## src/rtl/core/chd_pkg.sv

```systemverilog
// Package for the canonical Huffman decoder core: stream field layout,
// register indexes, controller state encoding and control/status structs.
// No dependencies.
package chd_pkg;

	localparam int INDEX_W    = 8;
	localparam int CODE_W     = 16;
	localparam int LENGTH_W   = 5;
	localparam int SYMBOL_W   = 8;
	localparam int DBYTE_W    = 8;
	localparam int DBITS_W    = 4;
	localparam int WORD_W     = 32;

	localparam int OFS_INDEX  = 0;
	localparam int OFS_CODE   = OFS_INDEX + INDEX_W;
	localparam int OFS_LENGTH = OFS_CODE + CODE_W;
	localparam int OFS_SYMBOL = OFS_LENGTH + LENGTH_W;
	localparam int OFS_DBYTE  = OFS_SYMBOL + SYMBOL_W;
	localparam int OFS_DBITS  = OFS_DBYTE + DBYTE_W;
	localparam int IN_TDATA_W = 56;
	localparam int OUT_TDATA_W = SYMBOL_W;

	localparam int CFG_INDEX_W = 1;
	localparam int CFG_DATA_W  = 9;
	localparam int MCL_CFG_W   = 5;
	localparam int ENT_CFG_W   = 9;

	localparam logic MODE_LOAD = 1'b0;
	localparam logic MODE_DATA = 1'b1;

	localparam logic [CFG_INDEX_W-1:0] REG_MAX_CODE_LENGTH = 1'd0;
	localparam logic [CFG_INDEX_W-1:0] REG_TABLE_ENTRIES   = 1'd1;

	typedef enum logic [3:0] {
		ST_IDLE  = 4'b0001,
		ST_CHECK = 4'b0010,
		ST_SCAN  = 4'b0100,
		ST_EMIT  = 4'b1000
	} state_t;

	typedef struct packed {
		logic take_item;
		logic start_scan;
		logic scan;
		logic emit;
	} dp_cmd_t;

	typedef struct packed {
		logic item_is_data;
		logic decode_due;
		logic hit;
		logic exhausted;
		logic out_free;
	} dp_status_t;

endpackage

```

## src/rtl/core/chd_controller.sv

```systemverilog
// Sequencer of the canonical Huffman decoder core: takes words, starts
// table scans and hands decoded results to the output register.
// Depends on chd_pkg.
module chd_controller import chd_pkg::*; (
	input  logic       clk,
	input  logic       arst_n,
	input  logic       s_tvalid,
	output logic       s_tready,
	input  dp_status_t status,
	output dp_cmd_t    cmd
);

	state_t state_q;
	state_t state_d;

	always_comb begin
		state_d = state_q;
		unique case (state_q)
			ST_IDLE: begin
				if (s_tvalid && status.item_is_data) begin
					state_d = ST_CHECK;
				end
			end
			ST_CHECK: begin
				state_d = status.decode_due ? ST_SCAN : ST_IDLE;
			end
			ST_SCAN: begin
				if (status.hit || status.exhausted) begin
					state_d = ST_EMIT;
				end
			end
			ST_EMIT: begin
				if (status.out_free) begin
					state_d = ST_CHECK;
				end
			end
			default: begin
				state_d = ST_IDLE;
			end
		endcase
	end

	always_ff @(posedge clk or negedge arst_n) begin
		if (!arst_n) begin
			state_q <= ST_IDLE;
		end else begin
			state_q <= state_d;
		end
	end

	assign s_tready       = (state_q == ST_IDLE);
	assign cmd.take_item  = s_tvalid && (state_q == ST_IDLE);
	assign cmd.start_scan = (state_q == ST_CHECK) && status.decode_due;
	assign cmd.scan       = (state_q == ST_SCAN);
	assign cmd.emit       = (state_q == ST_EMIT) && status.out_free;

endmodule

```

## config.mk

```make
export PLATFORM = sky130hd
export DESIGN_NAME = chd_controller
export DESIGN_NICKNAME = d
export VERILOG_FILES = /design/src/rtl/core/chd_pkg.sv /design/src/rtl/core/chd_controller.sv
export SDC_FILE = /design/constraint.sdc
export NUM_CORES = 1
export LEC_CHECK = 0
export BUFFER_PORTS_ARGS = -buffer_cell sky130_fd_sc_hd__buf_2
export CAP_MARGIN = 20
export CORE_AREA = 2 2 39 41
export DETAILED_ROUTE_END_ITERATION = 8
export DIE_AREA = 0 0 41 43
export RECOVER_POWER = 25
export SKIP_LAST_GASP = 1
export SLEW_MARGIN = 20
export SYNTH_ARGS = -nofsm -noshare
export SYNTH_HDL_FRONTEND = slang
export SYNTH_SLANG_ARGS = --single-unit
```

## constraint.sdc

```tcl
create_clock -name clk -period 2.7 [get_ports clk]
set_clock_uncertainty 0.1 [all_clocks]
set_input_delay 0.54 -clock clk [delete_from_list [all_inputs] [get_ports clk]]
set_output_delay 0.54 -clock clk [all_outputs]
set_load 0.05 [all_outputs]
```

==> impl_metrics.prom <==
# TYPE chip_impl_metric gauge
chip_impl_metric{name="viasPerCell",unit=""} 4.25
chip_impl_metric{name="htreeDepth",unit=""} 1
chip_impl_metric{name="dp.final_hpwl",unit="um"} 412
chip_impl_metric{name="drtPass1Iterations",unit=""} 3
chip_impl_metric{name="share_of_the_yosys_chip_area_belonging_to_registers",unit=""} 0.418
chip_impl_metric{name="timing.reg2reg.worst_path_depth",unit=""} 3
chip_impl_info{name="hold_path_class",value="in -> reg"} 1
chip_impl_metric{name="report.final.setup_viol",unit=""} 0
chip_impl_metric{name="cts.sinks",unit=""} 4
chip_impl_metric{name="synth_edf_count",unit=""} 0
chip_impl_metric{name="vias",unit=""} 238
chip_impl_info{name="setup.worst_path.end_class",value="output port"} 1
chip_impl_metric{name="fin_setup_tns",unit="ns"} 0
chip_impl_metric{name="initial_core_util",unit=""} 0.175
chip_impl_metric{name="groute.usage.overall",unit=""} 0.0788
chip_impl_metric{name="first_iter_violations",unit=""} 4
chip_impl_metric{name="port-buffer-count",unit=""} 12
chip_impl_metric{name="grt.overflow.total",unit=""} 0
chip_impl_metric{name="synth_largest_type_area_fraction",unit=""} 0.309
chip_impl_info{name="regToRegStartpoint",value="state_q[0]$_DFFE_PN1P_"} 1
chip_impl_metric{name="arrival",unit="ns"} 1.46
chip_impl_metric{name="regToRegSetupSlack",unit="ns"} 1.44
chip_impl_info{name="post_synth_most_frequent_cells",value="sky130_fd_sc_hd__nor3_1 (4), sky130_fd_sc_hd__dfrtp_1 (3), sky130_fd_sc_hd__nand2_1 (2), sky130_fd_sc_hd__nand2b_1 (2)"} 1
chip_impl_metric{name="design.portCount",unit=""} 13
chip_impl_info{name="worst_setup_path_start_kind",value="flop"} 1
chip_impl_metric{name="antenna_left",unit=""} 0
chip_impl_metric{name="maximum_root_to_sink_buffer_count",unit=""} 2
chip_impl_metric{name="synthesis_warnings",unit=""} 0
chip_impl_info{name="synthMostInstantiatedCell",value="sky130_fd_sc_hd__nor3_1"} 1
chip_impl_metric{name="synthesis.nets",unit=""} 32
chip_impl_metric{name="cp_num_cells",unit=""} 3
chip_impl_info{name="status",value="completed"} 1
chip_impl_metric{name="share_of_post_route_cells_with_drive_strength_above_1",unit=""} 0.425
chip_impl_info{name="cts_tree",value="built"} 1
chip_impl_info{name="ys_top_cells_by_area",value="sky130_fd_sc_hd__dfrtp_1 (31%), sky130_fd_sc_hd__dfstp_2 (11%), sky130_fd_sc_hd__nor3_1 (8.2%), sky130_fd_sc_hd__nor4b_2 (6.2%), sky130_fd_sc_hd__nand2b_1 (5.2%)"} 1
chip_impl_metric{name="maxCapViolCount",unit=""} 0
chip_impl_metric{name="gp_congestion",unit=""} 0.708
chip_impl_metric{name="antenna_cells",unit=""} 0
chip_impl_metric{name="synthesis.instances",unit=""} 24
chip_impl_metric{name="relSlewSlack",unit=""} 0.779
chip_impl_metric{name="cts.repair.resized",unit=""} 0
chip_impl_metric{name="yosys_register_bits",unit=""} 4
chip_impl_info{name="grt_setup_unrepaired",value="false"} 1
chip_impl_metric{name="vdd_drop_max",unit="mV"} 0.204
chip_impl_info{name="path_delay_family",value="flip-flops"} 1
chip_impl_metric{name="post_cts_buffers",unit=""} 0
chip_impl_info{name="crit_path_start",value="state_q[0]$_DFFE_PN1P_"} 1
chip_impl_info{name="main_synth_ff_type",value="sky130_fd_sc_hd__dfrtp_1"} 1
chip_impl_metric{name="timing.critical_path.required",unit="ns"} 2.06
chip_impl_metric{name="grt_max_degree",unit=""} 9
chip_impl_metric{name="max_slew_violation_total_from_the_final_report",unit=""} 0
chip_impl_metric{name="number_of_distinct_library_cells_after_synthesis",unit=""} 17
chip_impl_metric{name="tightest_slew",unit="ns"} 0.329
chip_impl_info{name="cp_cell_sequence",value="nor4b_4, and2_1, buf_2"} 1
chip_impl_metric{name="n_fill_cell",unit=""} 156
chip_impl_metric{name="drc",unit=""} 0
chip_impl_metric{name="hold_violations",unit=""} 0
chip_impl_info{name="criticalPathCategory",value="reg -> out"} 1
chip_impl_metric{name="path_max_fanout",unit=""} 8
chip_impl_info{name="synth_area_leader_cell",value="sky130_fd_sc_hd__dfrtp_1"} 1
chip_impl_metric{name="clk_lat_worst_skew",unit="ns"} 0.24
chip_impl_info{name="max_flop_register",value="state_q"} 1
chip_impl_metric{name="areaGrowthSynthToFinish",unit="%"} 46.4
chip_impl_metric{name="number_of_global_route_vias_before_repair",unit=""} 199
chip_impl_info{name="endpoint",value="cmd[3]"} 1
chip_impl_metric{name="grt_first_pass_wirelength",unit="um"} 828
chip_impl_metric{name="synth-async-reset-ratio",unit=""} 1.00
chip_impl_metric{name="holdWs",unit="ns"} 0.490
chip_impl_metric{name="power_density",unit="mW/mm^2"} 528
chip_impl_metric{name="grt_antenna_before_repair",unit=""} 0
chip_impl_metric{name="core-area",unit="mm^2"} 0.00138
chip_impl_metric{name="clock.fmax",unit="MHz"} 476
chip_impl_metric{name="syn-mean-instance-area",unit="um^2"} 10.1
chip_impl_metric{name="vert_die_dim",unit="um"} 43
chip_impl_metric{name="final_cell_area",unit="um^2"} 355
chip_impl_metric{name="cts.reportedPaths.clkPinSlew",unit="ns"} 0.04
chip_impl_metric{name="largest_reg_flops",unit=""} 4
chip_impl_info{name="largest_registers",value="state_q (4)"} 1
chip_impl_metric{name="drt-total-wl",unit="um"} 534
chip_impl_info{name="cp_slowest_cell",value="sky130_fd_sc_hd__dfstp_2"} 1
chip_impl_metric{name="postPlaceCellArea",unit="um^2"} 320
chip_impl_info{name="cts-root-buf",value="sky130_fd_sc_hd__clkbuf_4"} 1
chip_impl_metric{name="cts_buffer_count",unit=""} 3
chip_impl_metric{name="wl_per_cell",unit="um"} 9.54
chip_impl_metric{name="layout.nets",unit=""} 49
chip_impl_metric{name="die_width",unit="um"} 41
chip_impl_metric{name="critPathMaxStageDelay",unit="ns"} 0.59
chip_impl_metric{name="synth.cell_area",unit="um^2"} 243
chip_impl_metric{name="power_leakage",unit="nW"} 0.169
chip_impl_metric{name="crit_buf_inv",unit=""} 1
chip_impl_metric{name="design.die.area",unit="mm^2"} 0.00176
chip_impl_info{name="critical_path.reg2reg.endpoint",value="state_q[0]$_DFFE_PN1P_"} 1
chip_impl_metric{name="finalCritPeriodShare",unit=""} 0.778
chip_impl_metric{name="rows",unit=""} 14
chip_impl_metric{name="timing.final.crit_period",unit="ns"} 2.10
[worst min path at each step]
stage,to,depth (start not counted),slack (ns),from
2_1_floorplan,state_q[1]$_DFFE_PN0P_,0,0.14,arst_n
3_3_place_gp,state_q[1]$_DFFE_PN0P_,1,0.25,arst_n
3_5_place_dp,state_q[1]$_DFFE_PN0P_,1,0.25,arst_n
4_1_cts,state_q[0]$_DFFE_PN1P_,3,0.49,status[4]
5_1_grt,state_q[0]$_DFFE_PN1P_,3,0.51,status[4]
6_report,state_q[0]$_DFFE_PN1P_,3,0.49,status[4]
[worst min-delay path, cell delays in order]
cell                     delay, ns
sky130_fd_sc_hd__buf_2        0.08
sky130_fd_sc_hd__and3_1       0.14
sky130_fd_sc_hd__nor3_1       0.05
[kinds of logic after synthesis]
family                 count (synthesis)  share of synthesized area
buffers and inverters                  1                     0.0464
flip-flops                             4                      0.418
AO/OA/AOI/OAI                          4                      0.129
AND/OR/NAND/NOR                       15                      0.407
[layer usage]
metal	vias to the layer above	GRT usage	share of wire
met1	100	0.102	0.51
met3	0	0.0785	0.099
met2	12	0.0813	0.39
met4	0	0.0400	0
li1	126	-	-
met5	-	0	0
[repair_timing]
| item | in CTS | in global routing |
|---|---|---|
| hold buffers | 1 | 0 |
| endpoints found under the hold margin | 3 | 0 |
| endpoints found under the setup margin | 0 | 0 |
[where the power goes]
group	internal [mW]	total [mW]	switching [mW]	leakage (nW)
Sequential	0.0638	0.0695	0.00569	0.0517
Clock	0.0556	0.0821	0.0265	0.0150
Combinational	0.0144	0.0362	0.0218	0.103
Total	0.134	0.188	0.0539	0.169
[final cells by class]
class / count / area (um^2) / area share
multi-input combinational: 19 / 139 / 0.391
tap: 16 / 20.0 / 0.0563
sequential: 4 / 101 / 0.285
clock buffer: 4 / 26.3 / 0.0739
timing repair buffer: 13 / 68.8 / 0.194
[stage by stage]
stage | instances | setup slack [ns] | total power, mW | util
final | 56 | 0.598 | 0.188 | 0.257
after global routing | 56 | 0.475 | 0.201 | 0.257
after detailed placement | 51 | 0.788 | 0.106 | 0.231
after floorplan | 24 | 0.00909 | 0.0964 | -
after global placement | 51 | 0.763 | 0.106 | 0.231
after CTS | 56 | 0.574 | 0.195 | 0.258
[cells in the final DEF (no fill, tap or decap), types with 2 or more instances in the layout]
| master | count |
|---|---|
| sky130_fd_sc_hd__nand2_1 | 2 |
| sky130_fd_sc_hd__nand2b_1 | 2 |
| sky130_fd_sc_hd__clkbuf_4 | 3 |
| sky130_fd_sc_hd__nor3_1 | 4 |
| sky130_fd_sc_hd__dfrtp_1 | 3 |
| sky130_fd_sc_hd__clkbuf_1 | 2 |
| sky130_fd_sc_hd__buf_2 | 11 |
Power figures use the tool's default switching activity.
